<file path="src/rtl/igcfix_pkg.sv">
// ---------------------------------------------------------------------------
// igcfix_pkg
// Shared constants, types and digit helpers for the fix record parser.
// ---------------------------------------------------------------------------
package igcfix_pkg;

  // Length of a complete fix line in characters.
  localparam logic [5:0] LINE_LEN = 6'd40;

  // Characters that the parser looks for.
  localparam logic [7:0] CH_B     = 8'h42;
  localparam logic [7:0] CH_A     = 8'h41;
  localparam logic [7:0] CH_N     = 8'h4E;
  localparam logic [7:0] CH_S     = 8'h53;
  localparam logic [7:0] CH_E     = 8'h45;
  localparam logic [7:0] CH_W     = 8'h57;
  localparam logic [7:0] CH_MINUS = 8'h2D;
  localparam logic [7:0] CH_ZERO  = 8'h30;
  localparam logic [7:0] CH_NINE  = 8'h39;

  // Status codes of a finished line.
  localparam logic [2:0] ST_OK        = 3'd0;
  localparam logic [2:0] ST_VOID      = 3'd1;
  localparam logic [2:0] ST_EMPTY     = 3'd2;
  localparam logic [2:0] ST_NOT_B     = 3'd3;
  localparam logic [2:0] ST_SHORT     = 3'd4;
  localparam logic [2:0] ST_BAD_NUM   = 3'd5;
  localparam logic [2:0] ST_BAD_NS    = 3'd6;
  localparam logic [2:0] ST_BAD_EW    = 3'd7;

  // Minutes are carried in thousandths, so one degree is this many units.
  localparam int unsigned UNITS_PER_DEG = 60000;
  localparam int unsigned SEC_PER_HOUR  = 3600;
  localparam int unsigned SEC_PER_MIN   = 60;

  // Range limits of the short decimal fields.
  localparam logic [9:0] ACC_MAX  = 10'd999;
  localparam logic [6:0] SATS_MAX = 7'd99;

  typedef struct packed {
    logic bad;   // a non-digit sat in a number position
    logic w;
    logic e;
    logic s;
    logic n;
    logic a;
    logic b;
  } chk_flags_t;

  function automatic logic is_digit(input logic [7:0] c);
    return (c >= CH_ZERO) && (c <= CH_NINE);
  endfunction

  // value * 10 + digit, wrapped to the field width. The low nibble of an
  // ASCII digit is its value.
  function automatic logic [6:0] acc7(input logic [6:0] v, input logic [7:0] c);
    logic [10:0] t;
    t = {4'b0, v} * 11'd10 + {7'b0, c[3:0]};
    return t[6:0];
  endfunction

  function automatic logic [9:0] acc10(input logic [9:0] v, input logic [7:0] c);
    logic [13:0] t;
    t = {4'b0, v} * 14'd10 + {10'b0, c[3:0]};
    return t[9:0];
  endfunction

  function automatic logic [16:0] acc17(input logic [16:0] v, input logic [7:0] c);
    logic [20:0] t;
    t = {4'b0, v} * 21'd10 + {17'b0, c[3:0]};
    return t[16:0];
  endfunction

endpackage

</file>
<file path="src/rtl/igc_fix_record_parser_core.sv">
// ---------------------------------------------------------------------------
// igc_fix_record_parser_core
// Parses one flight-log fix line, a character per beat, and returns the
// decoded fix with a status when the line-end beat arrives.
// ---------------------------------------------------------------------------
//
//  Channel  Direction  Handshake              Payload
//  in_      input      in_valid / in_ready    in_ch, in_line_end
//  out_     output     out_valid / out_ready  out_status and the six fix fields
//
//  An accepted beat is held in the input register; from there its field
//  update is registered into the line state, or for a line end its result
//  into the output register, which offers the result beat until it is taken.
//  A new beat is accepted in every cycle unless a line-end beat waits in
//  the input register; a character beat never waits there. A line-end beat
//  waits only while an earlier result is still held in the output register
//  and out_ready is low.
//  rst_n is synchronous and active low; it empties both registers and clears
//  the collected fields.
// ---------------------------------------------------------------------------
module igc_fix_record_parser_core
  import igcfix_pkg::*;
(
  input  logic               clk,
  input  logic               rst_n,

  input  logic               in_valid,
  output logic               in_ready,
  input  logic [7:0]         in_ch,
  input  logic               in_line_end,

  output logic               out_valid,
  input  logic               out_ready,
  output logic [2:0]         out_status,
  output logic [18:0]        out_time_of_day,
  output logic signed [23:0] out_latitude,
  output logic signed [26:0] out_longitude,
  output logic signed [17:0] out_altitude,
  output logic [9:0]         out_accuracy,
  output logic [6:0]         out_satellites
);

  // Input register: holds one accepted beat.
  logic       in_vld_r;
  logic [7:0] ch_r;
  logic       end_r;

  // Line state. Each decimal field has its own accumulator.
  logic [5:0]  pos_r,      pos_nxt;
  logic [6:0]  hh_r,       hh_nxt;
  logic [6:0]  mm_r,       mm_nxt;
  logic [6:0]  ss_r,       ss_nxt;
  logic [6:0]  lat_deg_r,  lat_deg_nxt;
  logic [16:0] lat_min_r,  lat_min_nxt;
  logic [9:0]  lon_deg_r,  lon_deg_nxt;
  logic [16:0] lon_min_r,  lon_min_nxt;
  logic [16:0] alt_mag_r,  alt_mag_nxt;
  logic        alt_neg_r,  alt_neg_nxt;
  logic [9:0]  acc_r,      acc_nxt;
  logic [6:0]  sats_r,     sats_nxt;
  chk_flags_t  flags_r,    flags_nxt;

  // Output register.
  logic               out_vld_r,  out_vld_nxt;
  logic [2:0]         status_r,   status_nxt;
  logic [18:0]        tod_r,      tod_nxt;
  logic signed [23:0] lat_r,      lat_nxt;
  logic signed [26:0] lon_r,      lon_nxt;
  logic signed [17:0] alt_r,      alt_nxt;
  logic [9:0]         acc_out_r,  acc_out_nxt;
  logic [6:0]         sats_out_r, sats_out_nxt;

  // The held beat moves on unless it is a line end facing a full, stalled
  // output register.
  logic adv;
  logic dig;
  logic [2:0]  st;
  logic [23:0] lat_mag;
  logic [26:0] lon_mag;
  logic [17:0] alt_ext;

  assign adv      = in_vld_r && (!end_r || !out_vld_r || out_ready);
  assign in_ready = !in_vld_r || adv;
  assign dig      = is_digit(ch_r);

  // Status, in priority order: empty, tag, length, validity mark, number
  // syntax, hemisphere letters.
  always_comb begin
    if (pos_r == '0) begin
      st = ST_EMPTY;
    end else if (!flags_r.b) begin
      st = ST_NOT_B;
    end else if (pos_r < LINE_LEN) begin
      st = ST_SHORT;
    end else if (!flags_r.a) begin
      st = ST_VOID;
    end else if (flags_r.bad) begin
      st = ST_BAD_NUM;
    end else if (!(flags_r.n || flags_r.s)) begin
      st = ST_BAD_NS;
    end else if (!(flags_r.e || flags_r.w)) begin
      st = ST_BAD_EW;
    end else begin
      st = ST_OK;
    end
  end

  // Angles become thousandths of a minute; the products stay within the
  // field widths for every digit pattern, so no wrap occurs before negation.
  assign lat_mag = {17'b0, lat_deg_r} * 24'(UNITS_PER_DEG) + {7'b0, lat_min_r};
  assign lon_mag = {17'b0, lon_deg_r} * 27'(UNITS_PER_DEG) + {10'b0, lon_min_r};
  assign alt_ext = {1'b0, alt_mag_r};

  always_comb begin
    pos_nxt      = pos_r;
    hh_nxt       = hh_r;
    mm_nxt       = mm_r;
    ss_nxt       = ss_r;
    lat_deg_nxt  = lat_deg_r;
    lat_min_nxt  = lat_min_r;
    lon_deg_nxt  = lon_deg_r;
    lon_min_nxt  = lon_min_r;
    alt_mag_nxt  = alt_mag_r;
    alt_neg_nxt  = alt_neg_r;
    acc_nxt      = acc_r;
    sats_nxt     = sats_r;
    flags_nxt    = flags_r;
    out_vld_nxt  = out_vld_r && !out_ready;
    status_nxt   = status_r;
    tod_nxt      = tod_r;
    lat_nxt      = lat_r;
    lon_nxt      = lon_r;
    alt_nxt      = alt_r;
    acc_out_nxt  = acc_out_r;
    sats_out_nxt = sats_out_r;

    if (adv && end_r) begin
      // Finish the line: load the result and start the next line afresh.
      out_vld_nxt  = 1'b1;
      status_nxt   = st;
      tod_nxt      = '0;
      lat_nxt      = '0;
      lon_nxt      = '0;
      alt_nxt      = '0;
      acc_out_nxt  = '0;
      sats_out_nxt = '0;
      if (st == ST_OK) begin
        tod_nxt      = {12'b0, hh_r} * 19'(SEC_PER_HOUR) +
                       {12'b0, mm_r} * 19'(SEC_PER_MIN) + {12'b0, ss_r};
        lat_nxt      = flags_r.s ? -lat_mag : lat_mag;
        lon_nxt      = flags_r.w ? -lon_mag : lon_mag;
        alt_nxt      = alt_neg_r ? -alt_ext : alt_ext;
        acc_out_nxt  = acc_r;
        sats_out_nxt = sats_r;
      end
      pos_nxt     = '0;
      hh_nxt      = '0;
      mm_nxt      = '0;
      ss_nxt      = '0;
      lat_deg_nxt = '0;
      lat_min_nxt = '0;
      lon_deg_nxt = '0;
      lon_min_nxt = '0;
      alt_mag_nxt = '0;
      alt_neg_nxt = 1'b0;
      acc_nxt     = '0;
      sats_nxt    = '0;
      flags_nxt   = '0;
    end else if (adv && (pos_r < LINE_LEN)) begin
      // A character within the line; anything past the fortieth is dropped.
      pos_nxt = pos_r + 6'd1;
      case (pos_r) inside
        6'd0: begin
          if (ch_r == CH_B) flags_nxt.b = 1'b1;
        end
        [6'd1:6'd2]: begin
          if (dig) hh_nxt = acc7(hh_r, ch_r); else flags_nxt.bad = 1'b1;
        end
        [6'd3:6'd4]: begin
          if (dig) mm_nxt = acc7(mm_r, ch_r); else flags_nxt.bad = 1'b1;
        end
        [6'd5:6'd6]: begin
          if (dig) ss_nxt = acc7(ss_r, ch_r); else flags_nxt.bad = 1'b1;
        end
        [6'd7:6'd8]: begin
          if (dig) lat_deg_nxt = acc7(lat_deg_r, ch_r); else flags_nxt.bad = 1'b1;
        end
        [6'd9:6'd13]: begin
          if (dig) lat_min_nxt = acc17(lat_min_r, ch_r); else flags_nxt.bad = 1'b1;
        end
        6'd14: begin
          if (ch_r == CH_N) flags_nxt.n = 1'b1;
          else if (ch_r == CH_S) flags_nxt.s = 1'b1;
        end
        [6'd15:6'd17]: begin
          if (dig) lon_deg_nxt = acc10(lon_deg_r, ch_r); else flags_nxt.bad = 1'b1;
        end
        [6'd18:6'd22]: begin
          if (dig) lon_min_nxt = acc17(lon_min_r, ch_r); else flags_nxt.bad = 1'b1;
        end
        6'd23: begin
          if (ch_r == CH_E) flags_nxt.e = 1'b1;
          else if (ch_r == CH_W) flags_nxt.w = 1'b1;
        end
        6'd24: begin
          if (ch_r == CH_A) flags_nxt.a = 1'b1;
        end
        6'd30: begin
          // The first altitude character may be a minus sign instead.
          if (ch_r == CH_MINUS) alt_neg_nxt = 1'b1;
          else if (dig) alt_mag_nxt = acc17(alt_mag_r, ch_r);
          else flags_nxt.bad = 1'b1;
        end
        [6'd31:6'd34]: begin
          if (dig) alt_mag_nxt = acc17(alt_mag_r, ch_r); else flags_nxt.bad = 1'b1;
        end
        [6'd35:6'd37]: begin
          if (dig) acc_nxt = acc10(acc_r, ch_r); else flags_nxt.bad = 1'b1;
        end
        [6'd38:6'd39]: begin
          if (dig) sats_nxt = acc7(sats_r, ch_r); else flags_nxt.bad = 1'b1;
        end
        default: begin
          // Pressure altitude is not looked at.
        end
      endcase
    end
  end

  always_ff @(posedge clk) begin
    if (!rst_n) begin
      in_vld_r  <= 1'b0;
      out_vld_r <= 1'b0;
      pos_r     <= '0;
      hh_r      <= '0;
      mm_r      <= '0;
      ss_r      <= '0;
      lat_deg_r <= '0;
      lat_min_r <= '0;
      lon_deg_r <= '0;
      lon_min_r <= '0;
      alt_mag_r <= '0;
      alt_neg_r <= 1'b0;
      acc_r     <= '0;
      sats_r    <= '0;
      flags_r   <= '0;
    end else begin
      if (in_ready) in_vld_r <= in_valid;
      out_vld_r <= out_vld_nxt;
      pos_r     <= pos_nxt;
      hh_r      <= hh_nxt;
      mm_r      <= mm_nxt;
      ss_r      <= ss_nxt;
      lat_deg_r <= lat_deg_nxt;
      lat_min_r <= lat_min_nxt;
      lon_deg_r <= lon_deg_nxt;
      lon_min_r <= lon_min_nxt;
      alt_mag_r <= alt_mag_nxt;
      alt_neg_r <= alt_neg_nxt;
      acc_r     <= acc_nxt;
      sats_r    <= sats_nxt;
      flags_r   <= flags_nxt;
    end
  end

  // Payload registers need no reset.
  always_ff @(posedge clk) begin
    if (in_ready && in_valid) begin
      ch_r  <= in_ch;
      end_r <= in_line_end;
    end
    status_r   <= status_nxt;
    tod_r      <= tod_nxt;
    lat_r      <= lat_nxt;
    lon_r      <= lon_nxt;
    alt_r      <= alt_nxt;
    acc_out_r  <= acc_out_nxt;
    sats_out_r <= sats_out_nxt;
  end

  assign out_valid       = out_vld_r;
  assign out_status      = status_r;
  assign out_time_of_day = tod_r;
  assign out_latitude    = lat_r;
  assign out_longitude   = lon_r;
  assign out_altitude    = alt_r;
  assign out_accuracy    = acc_out_r;
  assign out_satellites  = sats_out_r;

endmodule

</file>
<file path="config.mk">
export PLATFORM = sky130hd
export DESIGN_NAME = igc_fix_record_parser_core
export DESIGN_NICKNAME = d
export VERILOG_FILES = /design/src/rtl/igcfix_pkg.sv /design/src/rtl/igc_fix_record_parser_core.sv
export SDC_FILE = /design/constraint.sdc
export NUM_CORES = 1
export LEC_CHECK = 0
export BUFFER_PORTS_ARGS = -buffer_cell sky130_fd_sc_hd__buf_2
export CORE_AREA = 2 2 279 281
export DETAILED_ROUTE_END_ITERATION = 6
export DIE_AREA = 0 0 281 283
export SLEW_MARGIN = 20
export SYNTH_ARGS = -nofsm -noshare
export SYNTH_HDL_FRONTEND = slang
export SYNTH_SLANG_ARGS = --single-unit
</file>
<file path="constraint.sdc">
create_clock -name clk -period 17 [get_ports clk]
set_input_delay 3.4 -clock clk [delete_from_list [all_inputs] [get_ports clk]]
set_output_delay 3.4 -clock clk [all_outputs]
set_load 0.02 [all_outputs]
</file>
# After elaboration in Yosys (flattened, before gate mapping)
# Index checks and enable logic that the tools add are counted.
op_classes:
  n_lt_le_gt_ge: 23
  n_addsub: 18
  mux: 31
  bitwise_logic: 17
  n_reduce_logical: 49
  n_eq_ne: 16
  n_mul: 14
op_table:
  columns: ["cell", "count"]
  rows:
  - ["two-way mux 17 bit", 5]
  - ["adder 17 x 4 -> 17 bit", 3]
  - ["multiplier 17 x 3 -> 16 bit, second input constant", 3]
  - ["equality test 8 x 7 -> 1 bit, second input constant", 6]
  - ["adder 7 x 4 -> 7 bit", 5]
  - ["multiplier 7 x 3 -> 6 bit, second input constant", 5]
  - ["AND reduction 14 bit", 2]
  - ["adder 26 x 17 -> 27 bit", 1]
  - ["two-way mux 27 bit", 1]
  - ["negation 27 bit", 1]
  - ["AND reduction 13 bit", 2]
  - ["adder 23 x 17 -> 24 bit", 1]
  - ["two-way mux 24 bit", 1]
  - ["negation 24 bit", 1]
  - ["multiplier 10 x 11 -> 21 bit, second input constant", 1]
  - ["two-way mux 3 bit", 7]
  - ["adder 10 x 4 -> 10 bit", 2]
  - ["multiplier 10 x 3 -> 9 bit, second input constant", 2]
  - ["AND reduction 10 bit", 2]
  - ["adder 19 x 13 -> 19 bit", 1]
  - ["adder 19 x 7 -> 19 bit", 1]
  - ["equality test 6 x 5 -> 1 bit, second input constant", 3]
  - ["less-or-equal comparator 6 bit, second input constant", 3]
  - ["multiplier 7 x 11 -> 18 bit, second input constant", 1]
  - ["other kinds (45)", 108]
word_totals:
  word_cells: 199
  ff_bits: 239
  input_bits: 13

# Logic depth before layout (Yosys ltp)
# Gate-level depths: netlist of run 1.
depth:
  depth_word: 17
  mapped_depth: 26

# Worst setup path after synthesis of run 1
# No wires, ideal clock.
synth_timing:
  path_kind: "input to register"
  from: "input port out_ready"
  to: "register lon_min_r[14]"
  setup_ps: 133
  cell_stages: 5
  setup_slack_ps: 8194
  required_time_ps: 16867
  arrival_time_ps: 8673
  n_path_buf: 0
  cell_sequence: "nor2b_1 > nor2_1 > nor2b_1 > o21ai_1 > a21oi_1"
synth_between:
  elab_chain_cells: 4
  word_cells_on_any_way: 6
synth_lines:
  columns: ["element", "line_no", "source"]
  rows:
  - ["start, declared", "igc_fix_record_parser_core.sv:33", "input logic out_ready,"]
  - ["logical OR 1 bit *", "igc_fix_record_parser_core.sv:82", "assign adv = in_vld_r && (!end_r || !out_vld_r || out_ready);"]
  - ["logical AND 1 bit *", "igc_fix_record_parser_core.sv:82", null]
  - ["logical AND 1 bit, on equally long branches", "igc_fix_record_parser_core.sv:169, igc_fix_record_parser_core.sv:137", null]
  - ["AND reduction 11 bit (no line) / OR reduction 2 bit (equally long branches)", null, null]
  - ["end signal, assigned", "igc_fix_record_parser_core.sv:257", "lon_min_r <= lon_min_nxt;"]
  - ["end, declared", "igc_fix_record_parser_core.sv:56", "logic [16:0] lon_min_r, lon_min_nxt;"]
# Every way passes the cells marked *; elsewhere a longest branch is shown, timed or not.
# A chain may end at the register's enable or synchronous reset.

# Worst setup path in the final report of run 1
layout_timing:
  from: "input port out_ready"
  to: "output port in_ready"
layout_between:
  elab_chain_cells: 3
layout_lines:
  columns: ["element", "line_no", "source"]
  rows:
  - ["logical OR 1 bit", "igc_fix_record_parser_core.sv:82", null]
  - ["logical AND 1 bit", "igc_fix_record_parser_core.sv:82", null]
  - ["logical OR 1 bit", "igc_fix_record_parser_core.sv:83", "assign in_ready = !in_vld_r || adv;"]
  - ["end, declared", "igc_fix_record_parser_core.sv:28", "output logic in_ready,"]
# No other way between the ends.

==> key figures, run 1 <==
Timing
  • FMAX: 0.124 GHz
  • Worst relative slew slack: 36.1%
  • Final Hold Fails: 0
  • Final min period: 8.08 ns
  • RSZ-0062 raised after global routing: false
  • Crit share post-route: a little under half
  • Worst-Margin Slew: 0.958 ns
  • Clock Skews: 0.0377 ns
  • Slew Limit Fails: 0
  • Setup TNS: 0 ns
  • Final setup viols: 0

Synthesis
  • Mean Syn Cell Area: 9.32 um2
  • Cell count after synthesis: approximately 2.4k
  • Syn. warnings: 0
  • Main synth FF type: dfxtp_1
  • Mapped Nets: 2902
  • Post-synthesis sequential area ratio: 26.2%
  • Post-synthesis register bit count: 239
  • Post-synth ARST share: 0%
  • Post-synth EDFFs: 117
  • Cell area after synthesis: 22800 um2
  • Synth unique cells: approximately 80

Place
  • Placed wire-length estimate: between 40 and 50 mm
  • IO Port Bufs: 122
  • DP Area: 24600 um2
  • RePlAce Congestion: 0.823
  • Dpl cells: 3562

Setup path
  • Crit path cell chain: buf_2 > nor2b_1 > nand3_1 > buf_2
  • Slowest-stage cell, CP: nor2b_1
  • Max stage delay on crit path: roughly 0.64 ns
  • Most frequent CP cell: buf_2
  • Setup crit end kind: output port
  • CP Launch Type: input port
  • Crit path max fanout: 6
  • Critical Path RT: 13.60 ns
  • Critical path arrival: 4.68 ns
  • Critical path class: in -> out

Final layout
  • Final Cell Area: 25700 um2
  • Finished Layout Cells: 3618
  • Syn-to-layout area delta: 12.8%
  • FILL cells: approximately 7.9k
  • NumNets Final: 3014
  • N_diodes: 0
  • Share of post-route cells with drive strength above 1: under 10%

Detailed routing
  • DRC violations left: 0
  • DR vias: 17.0k
  • Post-DR wirelength/cell: between 10 and 15 um
  • Detailed Route WL: 54.1 mm
  • Via density per instance: 4.71
  • Detailed Routing Iterations Pass 1: 5
  • Starting DRT DRC Count: ~730
  • Antenna-violating nets left: 0

Clocking
  • Clock Path Buffers: 3
  • Postcts setup bufs: 0
  • Worst-Skew Late Latency: 0.61 ns
  • CTS tree: done
  • CTS Hold Bufs: 0
  • Clock root buffer: clkbuf_16
  • Clock Sinks: 239
  • CTS buffer count: 30
  • # resized after CTS: 0
  • Worst-path clk slew: 0.06 ns
  • H-tree levels: 1

Floorplan
  • Die height: 283 um
  • Starting Density: 29.7%
  • IO Count: 123
  • Die Wd: 281 um
  • Core ar.: 76700 um2
  • Full die area: approximately 80000 um2
  • Cell row count: roughly 100

Global route
  • M2 GR Usage: 21.6%
  • GRT overflow: 0
  • Number of global-route vias before repair: 16.7k
  • Global routing's busiest layer: met2
  • Global router's overall resource usage: between 10% and 20%
  • Wire length of the first global-routing pass: a little under 90 mm
  • Met1 global-route usage: between 15 and 20%
  • Largest net degree at the start of global routing: 65
  • Initial antenna violation count: 1
  • Grt met3 use: under 10%

Power and ir drop
  • Final Power: 0.00135 W
  • Leakage power: 11.3 nW
  • Power density over cell area: 52.6 nW/um2
  • Peak VDD IR: slightly above 90 uV

Min path
  • Min-delay worst type: reg -> reg

Flow run
  • Maximum capacitance violations: 0

Status
  • Outcome: completed
cell usage in the layout, fill, tap and decap left out, types with 44 or more instances in the layout:
master	n
xnor2_1	165
a21oi_1	104
o21ai_0	63
edfxtp_1	117
a211oi_1	62
nor2_1	266
inv_1	242
ha_1	358
mux2i_1	63
buf_2	122
xor2_1	102
dfxtp_1	122
fa_1	89
nor3_1	44
nand2_1	81
area by class of cell:
type | count | area [um2] | share of cell area [%]
multi-input cells | 1900 | 15700 | 61.2
clock inverters | 19 | 229 | 0.892
flip-flops and latches | 239 | 5960 | 23.2
inverters | 242 | 908 | 3.54
clock buffers | 37 | 805 | 3.13
well taps | 1040 | 1300 | 5.07
repair buffers | 141 | 753 | 2.93
power by group:
part	internal (W)	switching (W)	total, W	leakage [nW]
sequential	0.000613	0.00000541	0.000619	1.93
combinational	0.0000148	0.0000423	0.0000572	8.82
clock	0.000398	0.000277	0.000675	0.506
path summary, 6_finish.rpt:
check | from | to | slack (ns) | cells after the start
min | sats_r[6] | sats_r[6] | 0.49 | 2
max | out_ready | in_ready | 8.92 | 4
max reg2reg | lon_deg_r[8] | out_longitude[26] | 9.46 | 23
min reg2reg | sats_r[6] | sats_r[6] | 0.49 | 2
cells in the mapped netlist, drive strengths merged, types with 82 or more instances:
master	count	share of area, %
nand2	82	1.4
xnor2	165	6.3
inv	242	4.0
nor2	268	4.4
fa	89	7.8
xor2	102	3.9
dfxtp	122	11
edfxtp	117	15
ha	358	20
a21oi	104	2.3
o21ai	82	1.8
worst max-delay path: cells and delay by family:
family | cells | cell delay [ns]
buffers and inverters | 2 | 0.36
and+or+nand+nor | 2 | 0.91
cells by family after synthesis:
family	after synthesis	share of synthesized area (%)
flops	239	26.2
simple gates	680	15.1
xor+xnor	267	10.3
buf+inv	303	5.03
fa+ha+maj	447	27.5
compound gates	443	13.2
mux	63	2.77
state kept, by name (all words and copies together), names as in the netlist, 3 cells and up:
signal and flops:
out_accuracy 10, hh_r 7, ch_r 8, ss_r 7
sats_r 7, lon_min_r 17, pos_r 6, acc_r 10
out_longitude 27, lat_deg_r 7, alt_mag_r 17, out_status 3
flags_r 7, mm_r 7, lon_deg_r 10, out_time_of_day 19
out_altitude 18, lat_min_r 17, out_latitude 24, out_satellites 7
stage by stage:
stage,worst slack (ns),utilization [%],hold WS [ns]
after global placement,8.93,32.1,0.479
after global routing,8.82,33.5,0.521
after floorplan,8.19,-,0.456
after detailed placement,8.92,32.1,0.484
after CTS,8.90,33.5,0.493
final,8.92,33.5,0.492
metal layers:
metal  vias up  wire length, um
li1       8856                -
met2       246            23600
met4         0             1300
met3        50             1880
met1      7885            27400
met5         -                0
No activity file was read; power rests on OpenSTA's default activity.
==> run 2: changes to the inputs <==
clock period = 6.5 ns   (was 17 ns; I/O delays follow)
==> run 2 against run 1 <==
  * Hold slack improved by 0.0069 ns
  * Die area did not move
  * Setup slack got worse by 8.8 ns
  * Sequential share of layout area fell by 0.42 points
  * Global-route usage fell by 0.33 points
  * Register-to-register slack got worse by 9.4 ns
  * Critical endpoint is now out_longitude[26]
==> key figures, run 2 (synthesized netlist as in run 1, its figures left out) <==
Status
  • Outcome: completed

Timing
  • Worst-Margin Slew: 1.05 ns
  • Final Hold Fails: 0
  • Setup TNS: 0 ns
  • Clock Skews: roughly 0.022 ns
  • Slew Limit Fails: 0
  • Crit share post-route: 98.6%
  • Final setup viols: 0
  • Final min period: roughly 6.4 ns
  • RSZ-0062 raised after global routing: true
  • Worst relative slew slack: about 30%
  • FMAX: ~0.16 GHz

Setup path
  • Setup crit end kind: flip-flop
  • Most frequent CP cell: fa_1
  • Reg2reg path depth: 25
  • Max stage delay on crit path: 0.59 ns
  • Critical path class: reg -> reg
  • Critical path arrival: 6.80 ns
  • Critical R2R Launch: lon_deg_r[8]
  • R2R Setup Slk: ~0.094 ns
  • CP Launch Type: flip-flop
  • Critical Path RT: 6.90 ns
  • Slowest-stage cell, CP: or4b_4
  • Reg-to-reg critical path endpoint: out_longitude[26]
  • Crit path max fanout: 5

Min path
  • Worst Hold Path EP: ss_r[6]
  • Hold path start: ss_r[6]
  • Min-delay worst type: reg -> reg
  • Hold depth: 2

Detailed routing
  • Antenna-violating nets left: 0
  • Starting DRT DRC Count: around 710
  • DR vias: 17.2k
  • Detailed Routing Iterations Pass 1: 5
  • DRC violations left: 0
  • Detailed Route WL: 52.9 mm
  • Post-DR wirelength/cell: 14.4 um
  • Via density per instance: 4.69

Place
  • IO Port Bufs: between 100 and 150
  • DP Area: 25000 um2
  • Placed wire-length estimate: 41.0 mm
  • RePlAce Congestion: around 0.84

Final layout
  • Area of the multi-input gates: 15900 um2
  • Most frequent cells in the layout: ha_1, nor2_1, inv_1
  • Share of post-route cells with drive strength above 1: a little under an eighth
  • FILL cells: just under 8k
  • Syn-to-layout area delta: 14.9%
  • Most common library cell in the layout ignoring fill and taps: ha_1
  • NumNets Final: 3059
  • Register area: 5960 um2
  • Final Cell Area: 26200 um2
  • Max reg flops: 27
  • Core Util, Final: 34.1%

Floorplan
  • Full die area: 79500 um2
  • Starting Density: 29.7%
  • Die height: between 200 and 300 um
  • Die Wd: about 280 um
  • Cell row count: 102
  • Core ar.: 76700 um2
  • IO Count: roughly 120

Global route
  • Wire length of the first global-routing pass: 87.1 mm
  • Largest net degree at the start of global routing: 82
  • Number of global-route vias before repair: 16.6k
  • Global router's overall resource usage: 13.3%
  • GRT overflow: 0
  • Initial antenna violation count: 0

Clocking
  • H-tree levels: 1
  • Worst-path clk slew: 0.06 ns
  • Worst-Skew Late Latency: 0.58 ns
  • Clock root buffer: clkbuf_16
  • Clock Path Buffers: 3
  • CTS Hold Bufs: 0
  • CTS buffer count: 30
  • CTS tree: done
  • Clock Sinks: 239

Power and ir drop
  • Peak VDD IR: slightly below 200 uV
  • Power density over cell area: about 130 nW/um2
  • Leakage power: 11.6 nW

Flow run
  • Maximum capacitance violations: 0
[run 2: cell count changes in the layout (fill, tap and decap cells not counted), moves of 3 or more]
| cell | previous run | this run |
|---|---|---|
| inv_2 | 0 | 3 |
| inv_1 | 242 | 238 |
| buf_4 | 19 | 63 |
| ha_1 | 358 | 355 |
| clkinv_2 | 7 | 4 |
| clkinv_4 | 0 | 3 |
[run 2: routing by layer]
metal | wire length (um) | part of all wire [%] | vias to the layer above | track usage [%]
li1 | - | - | 8936 | -
met1 | 26900 | 51 | 7959 | 19.2
met2 | 23100 | 44 | 255 | 21.3
met4 | 899 | 1.7 | 0 | 2.26
met5 | 0 | 0 | - | 0
met3 | 2010 | 3.8 | 45 | 1.79
[run 2: layout make-up]
class	instances	share of cell area (%)
multi-input cells	1900	60.6
flip-flops and latches	239	22.8
well taps	1040	4.97
repair buffers	186	4.18
inverters	242	3.48
clock buffers	36	3.11
clock inverters	20	0.827
diodes	1	0.00956
[run 2: worst max-delay path by stage]
stage                 startpoint           endpoint  slack (ns)  cells past startpoint
global route        lon_deg_r[8]  out_longitude[26]       -0.14                     25
finish              lon_deg_r[8]  out_longitude[26]        0.09                     25
floorplan           lon_deg_r[8]  out_longitude[26]       0.004                     25
CTS                 lon_deg_r[8]  out_longitude[25]        0.02                     26
detailed placement  lon_deg_r[8]  out_longitude[22]       -0.07                     23
global placement    lon_deg_r[8]  out_longitude[22]        0.03                     23
[run 2: critical path: cells and delay by family (launching register included)]
family                   cells  cell delay (ns)
XOR/XNOR                     2             0.35
AND/OR/NAND/NOR              8             1.66
adder cells (fa/ha/maj)      7             2.85
AO/OA/AOI/OAI                4             0.85
flip-flops                   1             0.36
buffers and inverters        4             0.17
[run 2: repair_timing]
item | in CTS | in global routing
pin swaps | 2 | 26
setup buffers | 1 | 5
resized for setup | 4 | 19
gates cloned | 0 | 0
endpoints found under the setup margin | 2 | 8
[run 2: metrics by stage]
step	hold WS [ns]	total power [W]	instances	setup slack, ns
finish	0.499	0.00351	3664	0.0938
global route	0.522	0.00362	3663	-0.137
CTS	0.501	0.00357	3658	0.0163
detailed placement	0.489	0.00180	3601	-0.0690
global placement	0.480	0.00180	3601	0.0324
floorplan	0.456	0.00173	2442	0.00428
[run 2: where the power goes]
part	switching [W]	leakage (nW)	internal, W	total [W]
Clock	0.000692	0.497	0.00105	0.00174
Combinational	0.000110	9.13	0.0000396	0.000150
Sequential	0.0000114	1.93	0.00160	0.00161
Total	0.000813	11.6	0.00269	0.00351
==> run 3: changes to the inputs <==
ABC_AREA = 1   (was unset)
CORE_AREA = 2 2 285 287   (was 2 2 279 281)
DIE_AREA = 0 0 287 289   (was 0 0 281 283)
==> run 3 against run 2 <==
  * Final area grew 1.4%
  * Via count is 14% higher
  * Global-route usage increased by 0.85 points
  * Power down 2.2%
  * Utilization fell by 0.92 points
  * Critical path depth increased by 4
  * Routed wire length up 11%
  * Area after synthesis up 4.2%
  * Critical path type unchanged
  * Largest power group unchanged
  * Highest routed layer unchanged
==> key figures, run 3 <==
Status
  • Outcome: completed

Clocking
  • H-tree levels: 1
  • Clock Path Buffers: 3
  • Worst-path clk slew: 0.06 ns
  • Clock root buffer: clkbuf_16
  • # resized after CTS: 0
  • CTS tree: done
  • Postcts setup bufs: 0
  • CTS buffer count: 30
  • Clock Sinks: 239
  • CTS Hold Bufs: 0
  • Worst-Skew Late Latency: 0.59 ns

Setup path
  • Crit path max fanout: 6
  • Critical R2R Launch: lon_deg_r[7]
  • Max stage delay on crit path: 0.53 ns
  • CP delay by family, top: adder cells
  • Critical path arrival: between 6 and 7 ns
  • Most frequent CP cell: inv_1
  • Critical path class: reg -> reg
  • Reg2reg path depth: 29
  • Slowest-stage cell, CP: fa_1
  • Critical Path RT: 6.85 ns
  • Reg-to-reg critical path endpoint: out_longitude[24]
  • Setup crit end kind: flip-flop
  • CP Launch Type: flip-flop
  • R2R Setup Slk: 0.44 ns
  • Worst path bufs/invs: 5

Min path
  • Worst Hold Path EP: flags_r[4]
  • Min-delay worst type: reg -> reg
  • Hold path start: flags_r[4]
  • Hold depth: 1

Power and ir drop
  • Leakage power: 13.0 nW
  • Power density over cell area: 129 nW/um2
  • Final Power: 0.00343 W
  • Peak VDD IR: between 200 and 250 uV

Timing
  • Crit share post-route: approximately 93%
  • RSZ-0062 raised after global routing: false
  • Worst-Margin Slew: 1.13 ns
  • Slew Limit Fails: 0
  • FMAX: around 0.16 GHz
  • Setup TNS: 0 ns
  • Final Hold Fails: 0
  • Final setup viols: 0
  • Final min period: between 6 and 7 ns
  • Worst relative slew slack: 24.3%
  • Worst hold margin: 0.467 ns
  • Clock Skews: 0.0169 ns

Synthesis
  • Main synth FF type: dfxtp_1
  • Top-count cell post-synth: inv_1
  • Cell count after synthesis: 3027
  • Mapped Nets: roughly 3.5k
  • Synth top cells by count: inv_1, nand2_1, ha_1, nor2_1, a21oi_1
  • Synth unique cells: between 50 and 60
  • Post-synth EDFFs: 117
  • Syn. warnings: 0
  • Top cell type's share of synthesized area: 18.9%
  • Area contributors post-synth: ha_1, edfxtp_1, dfxtp_1, inv_1, nand2_1
  • Cell area after synthesis: roughly 24000 um2
  • Post-synth top area cell: ha_1
  • Post-synthesis register bit count: 239
  • Post-synth ARST share: 0%
  • Post-synthesis sequential area ratio: 25.1%
  • Mean Syn Cell Area: 7.84 um2

Floorplan
  • IO Count: between 100 and 150
  • Starting Density: 29.7%
  • Die Wd: 287 um
  • Core ar.: ~80000 um2
  • Cell row count: 104
  • Die height: 289 um
  • Full die area: 82900 um2

Place
  • IO Port Bufs: 122
  • Placed wire-length estimate: 46.6 mm
  • Dpl cells: 4176
  • RePlAce Congestion: 0.881

Final layout
  • FILL cells: approximately 8.5k
  • Share of post-route cells with drive strength above 1: 8.80%
  • Core Util, Final: approximately 33%
  • Finished Layout Cells: 4231
  • Most common library cell in the layout ignoring fill and taps: inv_1
  • NumNets Final: 3608
  • N_diodes: 0
  • Max reg flops: 27
  • Syn-to-layout area delta: 11.8%
  • Most frequent cells in the layout: inv_1, nand2_1, ha_1

Global route
  • Initial antenna violation count: 0
  • Largest net degree at the start of global routing: ~70
  • Wire length of the first global-routing pass: 96.5 mm
  • GRT overflow: 0
  • Number of global-route vias before repair: 19.0k
  • Global router's overall resource usage: 14.1%

Detailed routing
  • Via density per instance: 4.62
  • Detailed Routing Iterations Pass 1: 5
  • DR vias: 19.5k
  • DRC violations left: 0
  • Detailed Route WL: a little under 60 mm
  • Antenna-violating nets left: 0
  • Post-DR wirelength/cell: 13.9 um
  • Starting DRT DRC Count: 930

Flow run
  • Maximum capacitance violations: 0
[run 3: how the worst max path moves through the flow]
stage | startpoint | to | slack [ns] | cells past startpoint
after floorplan | lon_deg_r[8] | out_longitude[24] | 0.70 | 29
after global placement | lon_deg_r[9] | out_longitude[26] | 0.56 | 30
after detailed placement | lon_deg_r[9] | out_longitude[26] | 0.41 | 30
after CTS | lon_deg_r[9] | out_longitude[24] | 0.40 | 28
after global routing | lon_deg_r[8] | out_longitude[26] | 0.001 | 33
final | lon_deg_r[7] | out_longitude[24] | 0.44 | 29
[run 3: worst reg2reg max path, delay by kind of cell (launching register included)]
kind | cells | cell delay [ns]
flops | 1 | 0.48
fa+ha+maj | 7 | 2.98
simple gates | 13 | 1.43
compound gates | 3 | 0.56
buf+inv | 5 | 0.27
xor+xnor | 1 | 0.09
[run 3: routing by layer]
| metal | vias up | share of wire [%] | wire length (um) | GRT usage (%) |
|---|---|---|---|---|
| met4 | 0 | 2.2 | 1320 | 3.61 |
| met2 | 219 | 48 | 28100 | 25.0 |
| met3 | 66 | 2.9 | 1710 | 1.31 |
| met1 | 9034 | 47 | 27600 | 18.5 |
| met5 | - | 0 | 0 | 0 |
| li1 | 10200 | - | - | - |
[run 3: metrics by stage]
stage | worst slack, ns | instance area (um2)
2_1_floorplan | 0.704 | 23700
3_3_place_gp | 0.561 | 25500
3_5_place_dp | 0.413 | 25500
4_1_cts | 0.399 | 26500
5_1_grt | 0.00114 | 26500
6_report | 0.438 | 26500
[run 3: area by class of cell]
| cell class | instances | area (um2) | area share [%] |
|---|---|---|---|
| Inverter | 515 | 1940 | 7.30 |
| Timing Repair Buffer | 135 | 708 | 2.67 |
| Tap cell | 1060 | 1330 | 5.00 |
| Sequential cell | 239 | 5960 | 22.5 |
| Clock inverter | 8 | 80.1 | 0.302 |
| Multi-Input combinational cell | 2227 | 15600 | 58.9 |
| Clock buffer | 47 | 902 | 3.40 |
[run 3: cells by family (layout without fill, tap and decap cells)]
logic type,count (synthesis),in the layout,share of synthesized area [%]
xor gates and xnor gates,200,200,7.56
AOI/OAI and AO/OA,537,537,12.4
buffers and inverters,561,705,9.13
DFF,239,239,25.1
adders and majority gates,447,447,26.4
and+or+nand+nor,1043,1043,19.4
[run 3: report_power, final]
group / internal (W) / switching [W]
registers: 0.00159 / 0.0000121
clock network: 0.000991 / 0.000698
logic: 0.0000337 / 0.0000995
